### src/design/dns_pkg.sv
package dns_pkg;

	localparam int TOK_W         = 7;
	localparam int CNT_W         = 16;
	localparam int MAX_RES       = 3;
	localparam logic [TOK_W-1:0] MAX_TOKEN_LEN = 7'd127;

	localparam logic [2:0] PH_IDLE     = 3'd0;
	localparam logic [2:0] PH_COMMENT  = 3'd1;
	localparam logic [2:0] PH_MANT     = 3'd2;
	localparam logic [2:0] PH_EXPSIGN  = 3'd3;
	localparam logic [2:0] PH_EXPDIG   = 3'd4;
	localparam logic [2:0] PH_STOP_OK  = 3'd5;
	localparam logic [2:0] PH_STOP_ERR = 3'd6;

	localparam logic IN_BYTE = 1'b0;
	localparam logic IN_END  = 1'b1;

	localparam logic [1:0] RK_CHAR = 2'd0;
	localparam logic [1:0] RK_END  = 2'd1;
	localparam logic [1:0] RK_DONE = 2'd2;

	localparam logic [7:0] CH_HASH  = 8'h23;
	localparam logic [7:0] CH_DOT   = 8'h2E;
	localparam logic [7:0] CH_MINUS = 8'h2D;
	localparam logic [7:0] CH_PLUS  = 8'h2B;
	localparam logic [7:0] CH_LOW_E = 8'h65;
	localparam logic [7:0] CH_UP_E  = 8'h45;
	localparam logic [7:0] CH_NL    = 8'h0A;
	localparam logic [7:0] CH_ZERO  = 8'h30;
	localparam logic [7:0] CH_NINE  = 8'h39;

	typedef struct packed {
		logic [1:0]       kind;
		logic [7:0]       ch;
		logic [CNT_W-1:0] cnt;
		logic             st;
	} res_t;

	function automatic res_t mk_res(input logic [1:0] kind, input logic [7:0] ch,
			input logic [CNT_W-1:0] cnt, input logic st);
		res_t r;
		r.kind = kind;
		r.ch   = ch;
		r.cnt  = cnt;
		r.st   = st;
		return r;
	endfunction

	function automatic logic is_digit(input logic [7:0] c);
		return (c >= CH_ZERO) && (c <= CH_NINE);
	endfunction

	function automatic logic is_sign(input logic [7:0] c);
		return (c == CH_MINUS) || (c == CH_PLUS);
	endfunction

endpackage

### src/design/decimal_number_scanner.sv
// Channel  | Handshake                 | Payload
// item     | item_valid / item_ready   | kind, text_byte
// result   | result_valid / result_ready | result_kind, number_char, numbers_read,
//          |                           |   status, last_of_run
// cfg      | cfg_valid / cfg_ready     | cfg_data (number_limit)
//
// One request is taken per cycle while item_ready is high; its results (up to three)
// land in a result buffer the cycle after acceptance and leave one per cycle while result_ready is high.
// A request that yields results keeps item_ready low until the last of them
// is leaving the buffer; a request with no result leaves item_ready high.
// item_ready is high when the buffer is empty or its last entry leaves now.
// Reset clears scan state, the count and the buffer; number_limit returns to 1.
module decimal_number_scanner (
	input  logic                      clk,
	input  logic                      arst_n,
	input  logic                      item_valid,
	output logic                      item_ready,
	input  logic                      kind,
	input  logic [7:0]                text_byte,
	output logic                      result_valid,
	input  logic                      result_ready,
	output logic [1:0]                result_kind,
	output logic [7:0]                number_char,
	output logic [dns_pkg::CNT_W-1:0] numbers_read,
	output logic                      status,
	output logic                      last_of_run,
	input  logic                      cfg_valid,
	output logic                      cfg_ready,
	input  logic [dns_pkg::CNT_W-1:0] cfg_data
);
	import dns_pkg::*;

	logic [CNT_W-1:0] limit_q;
	logic [2:0]       phase_q, phase_d;
	logic [7:0]       held_q [0:1];
	logic [7:0]       held0_d, held1_d;
	logic [1:0]       hc_q, hc_d;
	logic             dot_q, dot_d;
	logic             dig_q, dig_d;
	logic [TOK_W-1:0] len_q, len_d;
	logic [CNT_W-1:0] cnt_q, cnt_d, cnt_inc;

	res_t             res [0:MAX_RES-1];
	logic [1:0]       n_v;
	res_t             buf_q [0:MAX_RES-1];
	logic             last_q [0:MAX_RES-1];
	logic [1:0]       rcnt_q;

	logic             idle_scan, idle_char, end_rescan, emit_one, hold_c;
	logic [2:0]       emit_next;
	logic             item_fire, result_fire;

	assign item_fire   = item_valid && item_ready;
	assign result_fire = result_valid && result_ready;
	assign item_ready  = (rcnt_q == 2'd0) || ((rcnt_q == 2'd1) && result_ready);
	assign cfg_ready   = 1'b1;
	assign cnt_inc     = cnt_q + 16'd1;

	always_comb begin
		phase_d    = phase_q;
		held0_d    = held_q[0];
		held1_d    = held_q[1];
		hc_d       = hc_q;
		dot_d      = dot_q;
		dig_d      = dig_q;
		len_d      = len_q;
		cnt_d      = cnt_q;
		res[0]     = '0;
		res[1]     = '0;
		res[2]     = '0;
		n_v        = 2'd0;
		idle_scan  = 1'b0;
		idle_char  = 1'b0;
		end_rescan = 1'b0;
		emit_one   = 1'b0;
		hold_c     = 1'b0;
		emit_next  = phase_q;

		if (kind == IN_BYTE) begin
			unique case (phase_q)
				PH_IDLE: begin
					idle_scan = 1'b1;
				end
				PH_COMMENT: begin
					if (text_byte == CH_NL)
						phase_d = PH_IDLE;
				end
				PH_MANT: begin
					priority if (is_digit(text_byte)) begin
						if (!dig_q) begin
							dig_d = 1'b1;
							if (hc_q != 2'd0) begin
								res[n_v] = mk_res(RK_CHAR, held_q[0], '0, 1'b0);
								n_v = n_v + 2'd1;
							end
							if (hc_q == 2'd2) begin
								res[n_v] = mk_res(RK_CHAR, held_q[1], '0, 1'b0);
								n_v = n_v + 2'd1;
							end
							res[n_v] = mk_res(RK_CHAR, text_byte, '0, 1'b0);
							n_v = n_v + 2'd1;
							len_d = TOK_W'(hc_q) + 7'd1;
							hc_d  = 2'd0;
						end else begin
							emit_one = 1'b1;
						end
					end else if ((text_byte == CH_DOT) && !dot_q) begin
						dot_d = 1'b1;
						if (dig_q)
							emit_one = 1'b1;
						else
							hold_c = 1'b1;
					end else if (!dig_q) begin
						idle_scan = 1'b1;
					end else if ((text_byte == CH_LOW_E) || (text_byte == CH_UP_E)) begin
						emit_one  = 1'b1;
						emit_next = PH_EXPSIGN;
					end else begin
						end_rescan = 1'b1;
					end
				end
				PH_EXPSIGN: begin
					if (is_sign(text_byte) || is_digit(text_byte)) begin
						emit_one  = 1'b1;
						emit_next = PH_EXPDIG;
					end else begin
						end_rescan = 1'b1;
					end
				end
				PH_EXPDIG: begin
					if (is_digit(text_byte))
						emit_one = 1'b1;
					else
						end_rescan = 1'b1;
				end
				default: begin
				end
			endcase

			if (emit_one) begin
				if (len_q >= MAX_TOKEN_LEN) begin
					res[n_v] = mk_res(RK_END, '0, cnt_q, 1'b1);
					n_v = n_v + 2'd1;
					res[n_v] = mk_res(RK_DONE, '0, cnt_q, 1'b1);
					n_v = n_v + 2'd1;
					hc_d    = 2'd0;
					dot_d   = 1'b0;
					dig_d   = 1'b0;
					len_d   = '0;
					phase_d = PH_STOP_ERR;
				end else begin
					res[n_v] = mk_res(RK_CHAR, text_byte, '0, 1'b0);
					n_v = n_v + 2'd1;
					len_d   = len_q + 7'd1;
					phase_d = emit_next;
				end
			end

			if (hold_c && (hc_q < 2'd2)) begin
				if (hc_q[0])
					held1_d = text_byte;
				else
					held0_d = text_byte;
				hc_d = hc_q + 2'd1;
			end

			if (end_rescan) begin
				cnt_d = cnt_inc;
				res[n_v] = mk_res(RK_END, '0, cnt_inc, 1'b0);
				n_v = n_v + 2'd1;
				hc_d  = 2'd0;
				dot_d = 1'b0;
				dig_d = 1'b0;
				len_d = '0;
				if (cnt_inc >= limit_q) begin
					res[n_v] = mk_res(RK_DONE, '0, cnt_inc, 1'b0);
					n_v = n_v + 2'd1;
					phase_d = PH_STOP_OK;
				end else begin
					idle_char = 1'b1;
				end
			end

			if (idle_scan) begin
				hc_d  = 2'd0;
				dot_d = 1'b0;
				dig_d = 1'b0;
				len_d = '0;
				if (cnt_q >= limit_q) begin
					res[n_v] = mk_res(RK_DONE, '0, cnt_q, 1'b0);
					n_v = n_v + 2'd1;
					phase_d = PH_STOP_OK;
				end else begin
					idle_char = 1'b1;
				end
			end

			if (idle_char) begin
				phase_d = PH_IDLE;
				priority if (text_byte == CH_HASH) begin
					phase_d = PH_COMMENT;
				end else if (text_byte == CH_DOT) begin
					held0_d = text_byte;
					hc_d    = 2'd1;
					dot_d   = 1'b1;
					phase_d = PH_MANT;
				end else if (is_sign(text_byte)) begin
					held0_d = text_byte;
					hc_d    = 2'd1;
					phase_d = PH_MANT;
				end else if (is_digit(text_byte)) begin
					dig_d   = 1'b1;
					phase_d = PH_MANT;
					res[n_v] = mk_res(RK_CHAR, text_byte, '0, 1'b0);
					n_v = n_v + 2'd1;
					len_d = 7'd1;
				end else begin
				end
			end
		end else begin
			if ((phase_q == PH_STOP_OK) || (phase_q == PH_STOP_ERR)) begin
				res[n_v] = mk_res(RK_DONE, '0, cnt_q, phase_q == PH_STOP_ERR);
				n_v = n_v + 2'd1;
			end else if (((phase_q == PH_MANT) || (phase_q == PH_EXPSIGN) ||
					(phase_q == PH_EXPDIG)) && dig_q) begin
				res[n_v] = mk_res(RK_END, '0, cnt_inc, 1'b0);
				n_v = n_v + 2'd1;
				res[n_v] = mk_res(RK_DONE, '0, cnt_inc, 1'b0);
				n_v = n_v + 2'd1;
			end else begin
				res[n_v] = mk_res(RK_DONE, '0, cnt_q, 1'b0);
				n_v = n_v + 2'd1;
			end
			hc_d    = 2'd0;
			dot_d   = 1'b0;
			dig_d   = 1'b0;
			len_d   = '0;
			cnt_d   = '0;
			phase_d = PH_IDLE;
		end
	end

	always_ff @(posedge clk or negedge arst_n) begin
		if (!arst_n) begin
			limit_q <= 16'd1;
		end else if (cfg_valid && cfg_ready) begin
			limit_q <= cfg_data;
		end
	end

	always_ff @(posedge clk or negedge arst_n) begin
		if (!arst_n) begin
			phase_q <= PH_IDLE;
			hc_q    <= 2'd0;
			dot_q   <= 1'b0;
			dig_q   <= 1'b0;
			len_q   <= '0;
			cnt_q   <= '0;
		end else if (item_fire) begin
			phase_q <= phase_d;
			hc_q    <= hc_d;
			dot_q   <= dot_d;
			dig_q   <= dig_d;
			len_q   <= len_d;
			cnt_q   <= cnt_d;
		end
	end

	always_ff @(posedge clk) begin
		if (item_fire) begin
			held_q[0] <= held0_d;
			held_q[1] <= held1_d;
		end
	end

	always_ff @(posedge clk or negedge arst_n) begin
		if (!arst_n) begin
			rcnt_q <= 2'd0;
		end else if (item_fire) begin
			rcnt_q <= n_v;
		end else if (result_fire) begin
			rcnt_q <= rcnt_q - 2'd1;
		end
	end

	always_ff @(posedge clk) begin
		if (item_fire) begin
			buf_q[0]  <= res[0];
			buf_q[1]  <= res[1];
			buf_q[2]  <= res[2];
			last_q[0] <= (n_v == 2'd1);
			last_q[1] <= (n_v == 2'd2);
			last_q[2] <= (n_v == 2'd3);
		end else if (result_fire) begin
			buf_q[0]  <= buf_q[1];
			buf_q[1]  <= buf_q[2];
			last_q[0] <= last_q[1];
			last_q[1] <= last_q[2];
		end
	end

	assign result_valid = (rcnt_q != 2'd0);
	assign result_kind  = buf_q[0].kind;
	assign number_char  = buf_q[0].ch;
	assign numbers_read = buf_q[0].cnt;
	assign status       = buf_q[0].st;
	assign last_of_run  = last_q[0];

	a_last_entry: assert property (@(posedge clk) disable iff (!arst_n)
		result_valid && (rcnt_q == 2'd1) |-> last_of_run)
		else $error("final buffered result lacks last_of_run");

	a_kind_legal: assert property (@(posedge clk) disable iff (!arst_n)
		result_valid |-> (result_kind != 2'd3))
		else $error("illegal result kind");

	a_stop_silent: assert property (@(posedge clk) disable iff (!arst_n)
		item_fire && (kind == IN_BYTE) &&
		((phase_q == PH_STOP_OK) || (phase_q == PH_STOP_ERR)) |=> (rcnt_q == 2'd0))
		else $error("stopped scan produced results");

	a_restart: assert property (@(posedge clk) disable iff (!arst_n)
		item_fire && (kind == IN_END) |=> (phase_q == PH_IDLE) && (cnt_q == '0))
		else $error("end of input did not restart the scan");

endmodule

### config.mk
export PLATFORM = sky130hd
export DESIGN_NAME = decimal_number_scanner
export DESIGN_NICKNAME = d
export VERILOG_FILES = /design/src/design/dns_pkg.sv /design/src/design/decimal_number_scanner.sv
export SDC_FILE = /design/constraint.sdc
export NUM_CORES = 1
export LEC_CHECK = 0
export ABC_AREA = 1
export BUFFER_PORTS_ARGS = -buffer_cell sky130_fd_sc_hd__buf_2
export CAP_MARGIN = 0
export CORE_UTILIZATION = 35
export DETAILED_ROUTE_END_ITERATION = 10
export GPL_ROUTABILITY_DRIVEN = 0
export GPL_TIMING_DRIVEN = 0
export SYNTH_ARGS = -nofsm -noshare
export SYNTH_HDL_FRONTEND = slang
export SYNTH_SLANG_ARGS = --single-unit
### constraint.sdc
create_clock -name clk -period 4.6 [get_ports clk]
set_input_delay 0.46 -clock clk [delete_from_list [all_inputs] [get_ports clk]]
set_output_delay 0.46 -clock clk [all_outputs]
set_load 0.02 [all_outputs]
==> run metrics <==
crit path DAT 4.85 ns; Layout Cell Area excl Fill 0.0122 mm²; initial antenna violation count 0; CP bufs+invs 25; Clock Sinks 148; Pwr Total 5.24 mW; CP endpoint kind flop; Setup violations, final 0; DIE AREA 0.0292 mm²; via count 9280; vias in the first global route 8567; Num CTS Buffers 17; hpwl dp 21800 µm; status finished, final reports clean; row cnt 61; share of layout cells above drive strength 1 20.6%; number of I/O pins 61; Setup CP Type reg -> reg; Worst Skew 0.0162 ns; final wirelength 29800 µm; Maximum Capacitance Violations 0; CTS root buffer clkbuf_16; Max clock buf depth 2; Yosys reg bits 148; Fin. Hold Viols 0; H-tree Lvls 4; Mapped Area 0.00998 mm²; TritonCTS clock tree yes; first-pass GRT wire length 46500 µm; Worst Path Max Fanout 4; Syn Inst Count 1293; Pins Over Slew Limit 0; total gr overflow 0; Max Clock Freq 222 MHz; DP Area 0.0108 mm²; setup TNS 0 ns; worst-margin pin slew 1.23 ns; Detail Route Antenna Nets 0; Initial DRC Count 832; Rel. slew slack 17.6%; Synth Flop Type edfxtp_1; Mapped Nets 1380; Via density 5.12; Synth area leaders edfxtp_1 (30%), nand2_1 (14%), dfrtp_1 (12%); IO Port Bufs 59; leakage power 5.51 nW; Synth top area share 30.1%; syn_area_per_cell 7.72 µm²; maximum vdd drop 0.193 mV; Yosys cell types 53; Nets 1509; worst stage delay on the critical path 0.45 ns; Wirelength per Cell 16.4 µm; Pwr Density 431 mW/mm²; Synth-to-Final Area Change 21.9%; Worst-path clk slew 0.06 ns; Final period util 97.7%; worst hold path type in -> reg; antenna cell count 0; CP most frequent cell buf_4; Die Height 171 µm; largest net degree at the start of global routing 49; Tmin final 4.50 ns; drt first pass iters 5; post-synthesis sequential area ratio 42.1%; Hold-fix buffers, CTS 0; number of synthesized flops with an enable pin 100; slowest CP cell dfrtp_2; core area 0.0279 mm²; synth warn 0; Async SR Flop Fraction 32.4%; CP top delay family buffers and inverters; top cell type by total area after synthesis edfxtp_1; Critical Path Source Type flop; gr usage total 20.9%; Die X 171 µm; # DRC 0; critical path required time 4.96 ns; hold slack 0.225 ns; Starting Density 35.7%; clk_lat worst skew 0.45 ns
## layer usage
layer  track usage, %  vias to the layer above  wire length, µm  part of all wire (%)
met4             7.30                        0              629                   2.1
li1                 -                     4538                -                     -
met2             31.6                      402            13100                    44
met3             3.98                       48             2560                   8.6
met5                0                        -                0                     0
met1             29.7                     4292            13500                    45
## Yosys cell counts, types with 5 or more instances
master	n
o22ai_1	17
ha_1	57
nand3_1	54
o21ai_0	91
nand4_1	12
a22o_1	5
inv_2	8
o211ai_1	12
buf_2	11
inv_1	149
nor2_2	9
xor2_1	9
nand2_1	362
edfxtp_1	100
nand2_2	9
nor3_1	16
clkbuf_1	22
o21ai_2	11
buf_4	28
a21oi_1	101
dfrtp_1	47
nor2_1	103
## cells by family after synthesis
logic type / count (synthesis) / synth area share, %
AOI/OAI and AO/OA: 269 / 15.5
xor gates and xnor gates: 10 / 0.878
adders and majority gates: 57 / 7.15
buffers and inverters: 225 / 9.82
DFF: 148 / 42.1
muxes: 1 / 0.113
other: 2 / 0.0752
and+or+nand+nor: 581 / 24.3
## registers in the layout, summed over array words and instances, names as in the netlist
register  count
dot_q         1
last_q        3
rcnt_q        2
phase_q       3
cnt_q        16
dig_q         1
buf_q        81
hc_q          2
limit_q      16
len_q         7
held_q       16
## placed cells by master, fill, tap and decap left out, types with 12 or more instances in the layout
cell type	count
buf_2	70
o211ai_1	12
nor2_1	96
ha_1	50
clkbuf_16	17
inv_2	14
nand2_1	349
a21oi_1	99
clkbuf_1	18
buf_4	78
nor3_1	16
o21ai_2	12
nand3_1	49
edfxtp_1	100
o21ai_0	86
o22ai_1	16
nand4_1	12
dfrtp_1	39
nand2_2	20
inv_1	140
## worst min-delay path, cell delays in order
cell     delay (ns)
buf_2          0.07
nand2_1        0.04
o21ai_0        0.05
## final timing paths
check	startpoint	to	slack [ns]	cells after the start
worst max-delay path	cnt_q[0]	cnt_q[11]	0.10	32
worst min-delay path	cfg_data[8]	limit_q[8]	0.22	3
worst max register to register	cnt_q[0]	cnt_q[11]	0.10	32
worst min register to register	rcnt_q[1]	rcnt_q[1]	0.49	2
max in group asynchronous	arst_n	cnt_q[0]	3.56	1
min in group asynchronous	arst_n	limit_q[11]	0.25	1
## through the flow
stage / util (%) / std cells / worst slack [ns]
after floorplan: - / 1293 / 0.338
after global placement: 38.5 / 1730 / -0.600
after detailed placement: 38.6 / 1732 / -0.662
after CTS: 42.4 / 1798 / 0.0105
after global routing: 43.5 / 1813 / -0.0650
final: 43.5 / 1813 / 0.104
## final cells by class
class / instances / area, µm²
repair buffers: 112 / 726
clock inverters: 15 / 278
inverters: 158 / 602
multi-input cells: 920 / 5060
flip-flops and latches: 148 / 4220
repair inverters: 1 / 7.51
plain buffers: 64 / 379
well taps: 378 / 473
fillers: 2788 / 15800
clock buffers: 17 / 425
## where the power goes
group / total, mW / internal, mW / switching (mW)
sequential: 1.98 / 1.87 / 0.112
clock: 1.68 / 1.08 / 0.600
combinational: 1.58 / 0.559 / 1.02
## what timing repair did
item                                    in CTS  in global routing
pin swaps                                   10                 22
gates cloned                                 0                  1
resized for setup                           30                 53
endpoints found under the setup margin      49                 35
buffers inserted                            37                 16
No activity file was read; power rests on OpenSTA's default activity.
